$ cat config.mk
export PLATFORM = sky130hd
export DESIGN_NAME = svm_ctrl
export DESIGN_NICKNAME = d
export VERILOG_FILES = /design/src/rtl/core/svm_pkg.sv /design/src/rtl/core/svm_ctrl.sv
export SDC_FILE = /design/constraint.sdc
export NUM_CORES = 1
export LEC_CHECK = 0
export BUFFER_PORTS_ARGS = -buffer_cell sky130_fd_sc_hd__buf_2
export CAP_MARGIN = 15
export CORE_UTILIZATION = 52
export CTS_CLUSTER_DIAMETER = 40
export DETAILED_ROUTE_END_ITERATION = 10
export PLACE_DENSITY = 0.81
export SYNTH_ARGS = -nofsm -noshare
export SYNTH_HDL_FRONTEND = slang
export SYNTH_SLANG_ARGS = --single-unit
$ cat constraint.sdc
create_clock -name clk_i -period 2.92 [get_ports clk_i]
set_input_delay 0.438 -clock clk_i [delete_from_list [all_inputs] [get_ports clk_i]]
set_output_delay 0.438 -clock clk_i [all_outputs]
set_load 0.05 [all_outputs]
$ cat src/rtl/core/svm_pkg.sv
package svm_pkg;

  localparam int unsigned MaxVoices = 48;
  localparam int unsigned NumSounds = 16;
  localparam int unsigned WaveWords = 65536;

  localparam int unsigned VoiceW = $clog2(MaxVoices);
  localparam int unsigned CountW = $clog2(MaxVoices + 1);
  localparam int unsigned SoundW = $clog2(NumSounds);
  localparam int unsigned WaveAw = $clog2(WaveWords);
  localparam int unsigned PosW   = 17;

  // Configuration register indexes
  localparam logic [1:0] RegMute    = 2'd0;
  localparam logic [1:0] RegLimit   = 2'd1;
  localparam logic [1:0] RegRetrig  = 2'd2;
  localparam logic [1:0] RegClip    = 2'd3;
  localparam int unsigned CfgDataW  = 16;

  localparam logic [5:0]  ResetVoiceLimit = 6'd48;
  localparam logic [15:0] ResetRetrig     = 16'd128;
  localparam logic [14:0] ResetClip       = 15'd32760;

  // Command codes
  localparam logic [1:0] CmdTick  = 2'd0;
  localparam logic [1:0] CmdPlay  = 2'd1;
  localparam logic [1:0] CmdWave  = 2'd2;
  localparam logic [1:0] CmdSound = 2'd3;

  typedef struct packed {
    logic [1:0]  cmd;
    logic [3:0]  sound_id;
    logic [15:0] wave_addr;
    logic signed [15:0] wave_value;
    logic [15:0] sound_start;
    logic [15:0] sound_length;
  } in_word_t;

  typedef struct packed {
    logic signed [15:0] mixed_sample;
    logic        play_accepted;
    logic [5:0]  active_voices;
  } out_word_t;

  // Controller to datapath
  typedef struct packed {
    logic              load;       // capture input word
    logic              clr_sum;
    logic              scan_rd;    // read voice slot into pipeline
    logic [VoiceW-1:0] scan_idx;
    logic              tick_upd;   // wave word arrived: accumulate and advance
    logic              play_chk;   // check slot for retrigger and free
    logic              do_start;   // commit found free slot
    logic              do_writes;  // wave or descriptor write
    logic              make_out;
  } dp_cmd_t;

  // Datapath to controller
  typedef struct packed {
    logic [1:0] cmd;
    logic       tick_skip;
    logic       play_refuse;
  } dp_stat_t;

endpackage

$ cat src/rtl/core/svm_ctrl.sv
module svm_ctrl
  import svm_pkg::*;
(
  input  logic     clk_i,
  input  logic     rst_ni,
  input  logic     in_valid_i,
  output logic     in_ready_o,
  output logic     out_valid_o,
  input  logic     out_ready_i,
  input  dp_stat_t stat_i,
  output dp_cmd_t  cmd_o
);

  typedef enum logic [2:0] {
    StIdle, StDecode, StScan, StStart, StOut, StHold
  } state_e;

  state_e            state_q;
  logic [VoiceW:0]   idx_q;
  logic              pend1_q;  // slot read held in the first scan stage
  logic              pend2_q;  // slot and wave word held in the second stage
  logic              out_v_q;
  logic              is_tick;

  assign is_tick     = (stat_i.cmd == CmdTick);
  assign in_ready_o  = (state_q == StIdle);
  assign out_valid_o = out_v_q;

  always_comb begin
    cmd_o          = '0;
    cmd_o.scan_idx = idx_q[VoiceW-1:0];
    cmd_o.load     = (state_q == StIdle) && in_valid_i;
    cmd_o.clr_sum  = (state_q == StDecode);
    unique case (state_q)
      StScan: begin
        cmd_o.scan_rd  = (idx_q < (VoiceW+1)'(MaxVoices));
        cmd_o.tick_upd = pend2_q && is_tick;
        cmd_o.play_chk = pend1_q && !is_tick;
      end
      StStart: cmd_o.do_start  = 1'b1;
      StOut: begin
        cmd_o.make_out  = 1'b1;
        cmd_o.do_writes = 1'b1;
      end
      default: ;
    endcase
  end

  // sequencer
  always_ff @(posedge clk_i or negedge rst_ni) begin
    if (!rst_ni) begin
      state_q <= StIdle;
      idx_q   <= '0;
      pend1_q <= 1'b0;
      pend2_q <= 1'b0;
      out_v_q <= 1'b0;
    end else begin
      if (out_v_q && out_ready_i) begin
        out_v_q <= 1'b0;
      end
      unique case (state_q)
        StIdle: if (in_valid_i) state_q <= StDecode;
        StDecode: begin
          idx_q   <= '0;
          pend1_q <= 1'b0;
          pend2_q <= 1'b0;
          priority if (is_tick) begin
            state_q <= stat_i.tick_skip ? StOut : StScan;
          end else if (stat_i.cmd == CmdPlay) begin
            state_q <= stat_i.play_refuse ? StOut : StScan;
          end else begin
            state_q <= StOut;
          end
        end
        StScan: begin
          pend1_q <= cmd_o.scan_rd;
          pend2_q <= pend1_q;
          if (cmd_o.scan_rd) begin
            idx_q <= idx_q + 1'b1;
          end else if (!pend1_q) begin
            state_q <= is_tick ? StOut : StStart;
          end
        end
        StStart: state_q <= StOut;
        StOut: begin
          out_v_q <= 1'b1;
          state_q <= StHold;
        end
        StHold: if (!out_v_q || out_ready_i) state_q <= StIdle;
        default: state_q <= StIdle;
      endcase
    end
  end

endmodule

# After elaboration in Yosys (flattened, before gate mapping)
# Cells that the tools add are included.
# classes
add_sub_neg	1
n_lt_le_gt_ge	1
eq_ne	11
n_mux	20
reduce_logical	13
# op_table
op	count
$mux 3	9
$pmux 3 s6	1
$pmux 7 s2	1
$ne 2x2->1 const B	5
$add 7x1->7 const B	1
$lt 7x6->1 const B	1
$mux 7	1
$eq 3x2->1 const B	2
$eq 3x3->1 const B	2
$logic_and 1x1->1	4
$mux 1	4
$mux 2	2
$pmux 1 s2	2
$reduce_and 4->1	1
$reduce_bool 2->1	2
$eq 3x1->1 const B	1
$logic_not 3->1	1
$eq 2x1->1 const B	1
$logic_not 1->1	2
$logic_not 2->1	1
$reduce_and 2->1	1
$logic_or 1x1->1	1
# totals
register_bits	13
input_bits	8
output_inout_bits	16
wordCells	51

# Longest topological paths before layout
# depth
depth_word	5
ltp_mapped	5
depth_no_buf	5

# Worst setup path after synthesis
# Ideal clock, no wire load.
# synth_timing
path_kind	register to output
start	register state_q[1]
end	output cmd_o[13] (netlist name)
arrival_time_ns	2.278
required_time_ns	2.482
setup_slack_ns	0.204
path_stages_with_launch	4
path_buffers	1
cell_sequence	dfrtp_1 > buf_2 > nor3_1 > and2_1
# synth_rtl
element	line	text
start, declared	svm_ctrl.sv:18	state_e state_q;
start signal, assigned	svm_ctrl.sv:52	state_q <= StIdle;
start signal, assigned	svm_ctrl.sv:62	StIdle: if (in_valid_i) state_q <= StDecode;
start signal, assigned	svm_ctrl.sv:68	state_q <= stat_i.tick_skip ? StOut : StScan;
end, declared	svm_ctrl.sv:11	output dp_cmd_t cmd_o

==> results.sh <==
export IMPL_status="completed"
export IMPL_io_buffers=23
export IMPL_detail_route_antenna_nets=0
export IMPL_cp_max_fo=15
export IMPL_critPathTopFamily="flip-flops"
export IMPL_cts_tree="yes"
export IMPL_fmax_mhz=459.4
export IMPL_firstDrtPassIters=4
export IMPL_worstPathRequired_ps=2480
export IMPL_dieArea_um2=1643
export IMPL_cts_htree_levels=1
export IMPL_worstPathCellList="nor3b_4, nand2_2, clkinv_2, buf_2"
export IMPL_drive_gt1_share_pct=29.41
export IMPL_pwr_share_seq_pct=33.6
export IMPL_antenna_found_initial=0
export IMPL_switchingPower_mw=0.4896
export IMPL_synthesis_nets=94
export IMPL_wl_per_cell_um=13.37
export IMPL_pwr_share_comb_pct=54.1
export IMPL_syn_inst=85
export IMPL_grt_pass1_vias=591
export IMPL_totalWireLength_um=1564
export IMPL_hp_class="primary input to asynchronous set/reset pin"
export IMPL_fp_dieH_um=40.53
export IMPL_drv_cap=0
export IMPL_cts_resized=0
export IMPL_p_leak_nw=0.4732
export IMPL_clock_skew_final_ps=2.446
export IMPL_final_max_slew_viol_count=0
export IMPL_final_cell_area_um2=864.6
export IMPL_max_clock_path_buffers=2
export IMPL_cpPeakStageDelay_ps=620
export IMPL_io_pins=24
export IMPL_avgSynthCellArea_um2=9.082
export IMPL_reg2reg_slack_ps=1310
export IMPL_cp_arrival_ps=1740
export IMPL_dr_first_iter_drc_count=15
export IMPL_clock_sinks=13
export IMPL_clk_pin_slew_ps=80
export IMPL_crit_buf_inv=2
export IMPL_post_cts_setup_buffers=0
export IMPL_ir_drop_mv=0.5971
export IMPL_finalCriticalPeriod_ps=2177
export IMPL_ys_warn_count=0
export IMPL_grt_max_degree=16
export IMPL_slew_headroom_pct=70.43
export IMPL_drc=0
export IMPL_overflow=0
export IMPL_p_clk_share_pct=12.3
export IMPL_rows=13
export IMPL_cp_start_kind="flip-flop"
export IMPL_start_util_pct=57.88
export IMPL_grt_pass1_wl_um=2428
export IMPL_endpoint_kind="output pin"
export IMPL_track_usage_pct=23.50
export IMPL_r2r_start="state_q[1]"
export IMPL_synth_seq_cells=13
export IMPL_grt_setup_unrepaired="false"
export IMPL_insertion_delay_ps=270
export IMPL_reg2regPathDepth=5
export IMPL_cts_root_buf="clkbuf_4"
export IMPL_num_antenna_cells=0
export IMPL_area_growth_pct=11.99
export IMPL_cts_made_buffers=3
export IMPL_powerDensity_nw_per_um2=1045
export IMPL_vias=673
export IMPL_synth_edff_count=0
export IMPL_dp_hpwl_um=1236
export IMPL_synthFlopType="dfrtp_1"
export IMPL_layout_nets=112
export IMPL_fin_crit_sh_pct=74.55
export IMPL_async_flop_share_pct=100.0
export IMPL_setup_viol=0
export IMPL_dieWidth_um=40.53
export IMPL_p_int_mw=0.4139
export IMPL_synth_area_um2=772.0
export IMPL_tns_ps=0
export IMPL_fin_util_pct=64.82
export IMPL_reg2reg_to="state_q[0]"
export IMPL_hold_buffers=0
export IMPL_critPathSlowestCell="dfrtp_1"
export IMPL_worst_slew_pin_slew_ps=443.5
export IMPL_core_area_um2=1334
export IMPL_switching_share_pct=54.19
export IMPL_ys_types=35
export IMPL_routabilityCongestion=0.8592
export IMPL_place_area_um2=838.3
export IMPL_hold_violations=0
export IMPL_vias_per_cell=5.752
export IMPL_ys_seq_area_share_pct=42.14
export IMPL_worstSetupPathType="flip-flop to output pin"
-- registers in the layout (all words and copies together), names as in the netlist --
signal and flops:
out_valid_o 1, pend1_q 1, pend2_q 1, idx_q 7, state_q 3
-- how the worst max path moves through the flow --
stage | startpoint | endpoint | slack, ps | depth (start not counted)
floorplan | state_q[1] | cmd_o[13] | 200 | 3
global placement | state_q[1] | cmd_o[11] | 1110 | 4
detailed placement | state_q[1] | cmd_o[11] | 1040 | 4
CTS | state_q[1] | cmd_o[11] | 740 | 4
global route | state_q[1] | cmd_o[11] | 650 | 4
finish | state_q[1] | cmd_o[11] | 740 | 4
-- logic make-up after synthesis --
group,count (synthesis),synth area share [%]
AOI/OAI and AO/OA,20,16.86
adders and majority gates,1,1.620
and+or+nand+nor,32,23.34
buffers and inverters,15,11.34
xor gates and xnor gates,3,3.404
muxes,1,1.297
DFF,13,42.14
-- through the flow --
stage | worst slack, ps | hold slack, ps | cells | power [mW]
2_1_floorplan | 204.0 | 142.4 | 85 | 0.7171
3_5_place_dp | 1040 | 338.3 | 113 | 0.7971
6_report | 743.3 | 34.57 | 117 | 0.9035
5_1_grt | 648.7 | 51.13 | 117 | 0.9650
4_1_cts | 744.8 | 37.38 | 117 | 0.9090
3_3_place_gp | 1108 | 338.5 | 113 | 0.7818
-- placed cells by master (no fill, tap or decap), types with 3 or more instances in the layout --
cell type	Yosys	routed
o21ai_1	4	4
o21ai_0	5	5
nor2_1	7	7
nor3_1	3	3
clkbuf_4	0	3
dfrtp_1	13	13
buf_2	3	23
nor2b_1	3	3
inv_1	4	4
nand2_1	5	5
-- cell type report --
cell class	instances	area, µm²
clock buffers	4	26.28
fillers	114	469.2
inverters	5	20.02
multi-input cells	57	359.1
flip-flops and latches	13	325.3
well taps	15	18.77
repair buffers	23	115.1
-- synth_stat cells, drive strengths merged, types with 2 or more instances --
cell	number	area share (%)
xor2	2	2.3
inv	4	1.9
nor3	3	1.9
and3	2	1.6
a21oi	2	1.3
nand3	2	1.3
dfrtp	13	42
o21ai	9	5.8
nor2	8	4.2
nand4	2	1.6
nand2	6	3.2
buf	10	8.8
nand2b	2	1.6
nor2b	3	2.4
-- power groups by stage --
stage	Clock (mW)	Combinational, mW	Sequential [mW]
finish	0.111	0.488	0.304
global route	0.123	0.527	0.315
CTS	0.115	0.491	0.303
detailed placement	0	0.490	0.307
global placement	0	0.481	0.301
floorplan	0	0.442	0.275
-- metal layers --
metal	vias to the layer above	wire length (µm)	GRT usage [%]
met2	28	796	41.27
met3	4	66	1.667
met1	316	659	27.08
met5	-	0	0
met4	0	40	15.00
li1	325	-	-
-- worst register-to-register path: stages (launching register included) --
cell      delay (ps)
dfrtp_1          620
nor3b_4          350
nand2_2          130
clkinv_2         100
a21oi_1           70
a31o_1           230
(Power assumes the default switching activity.)
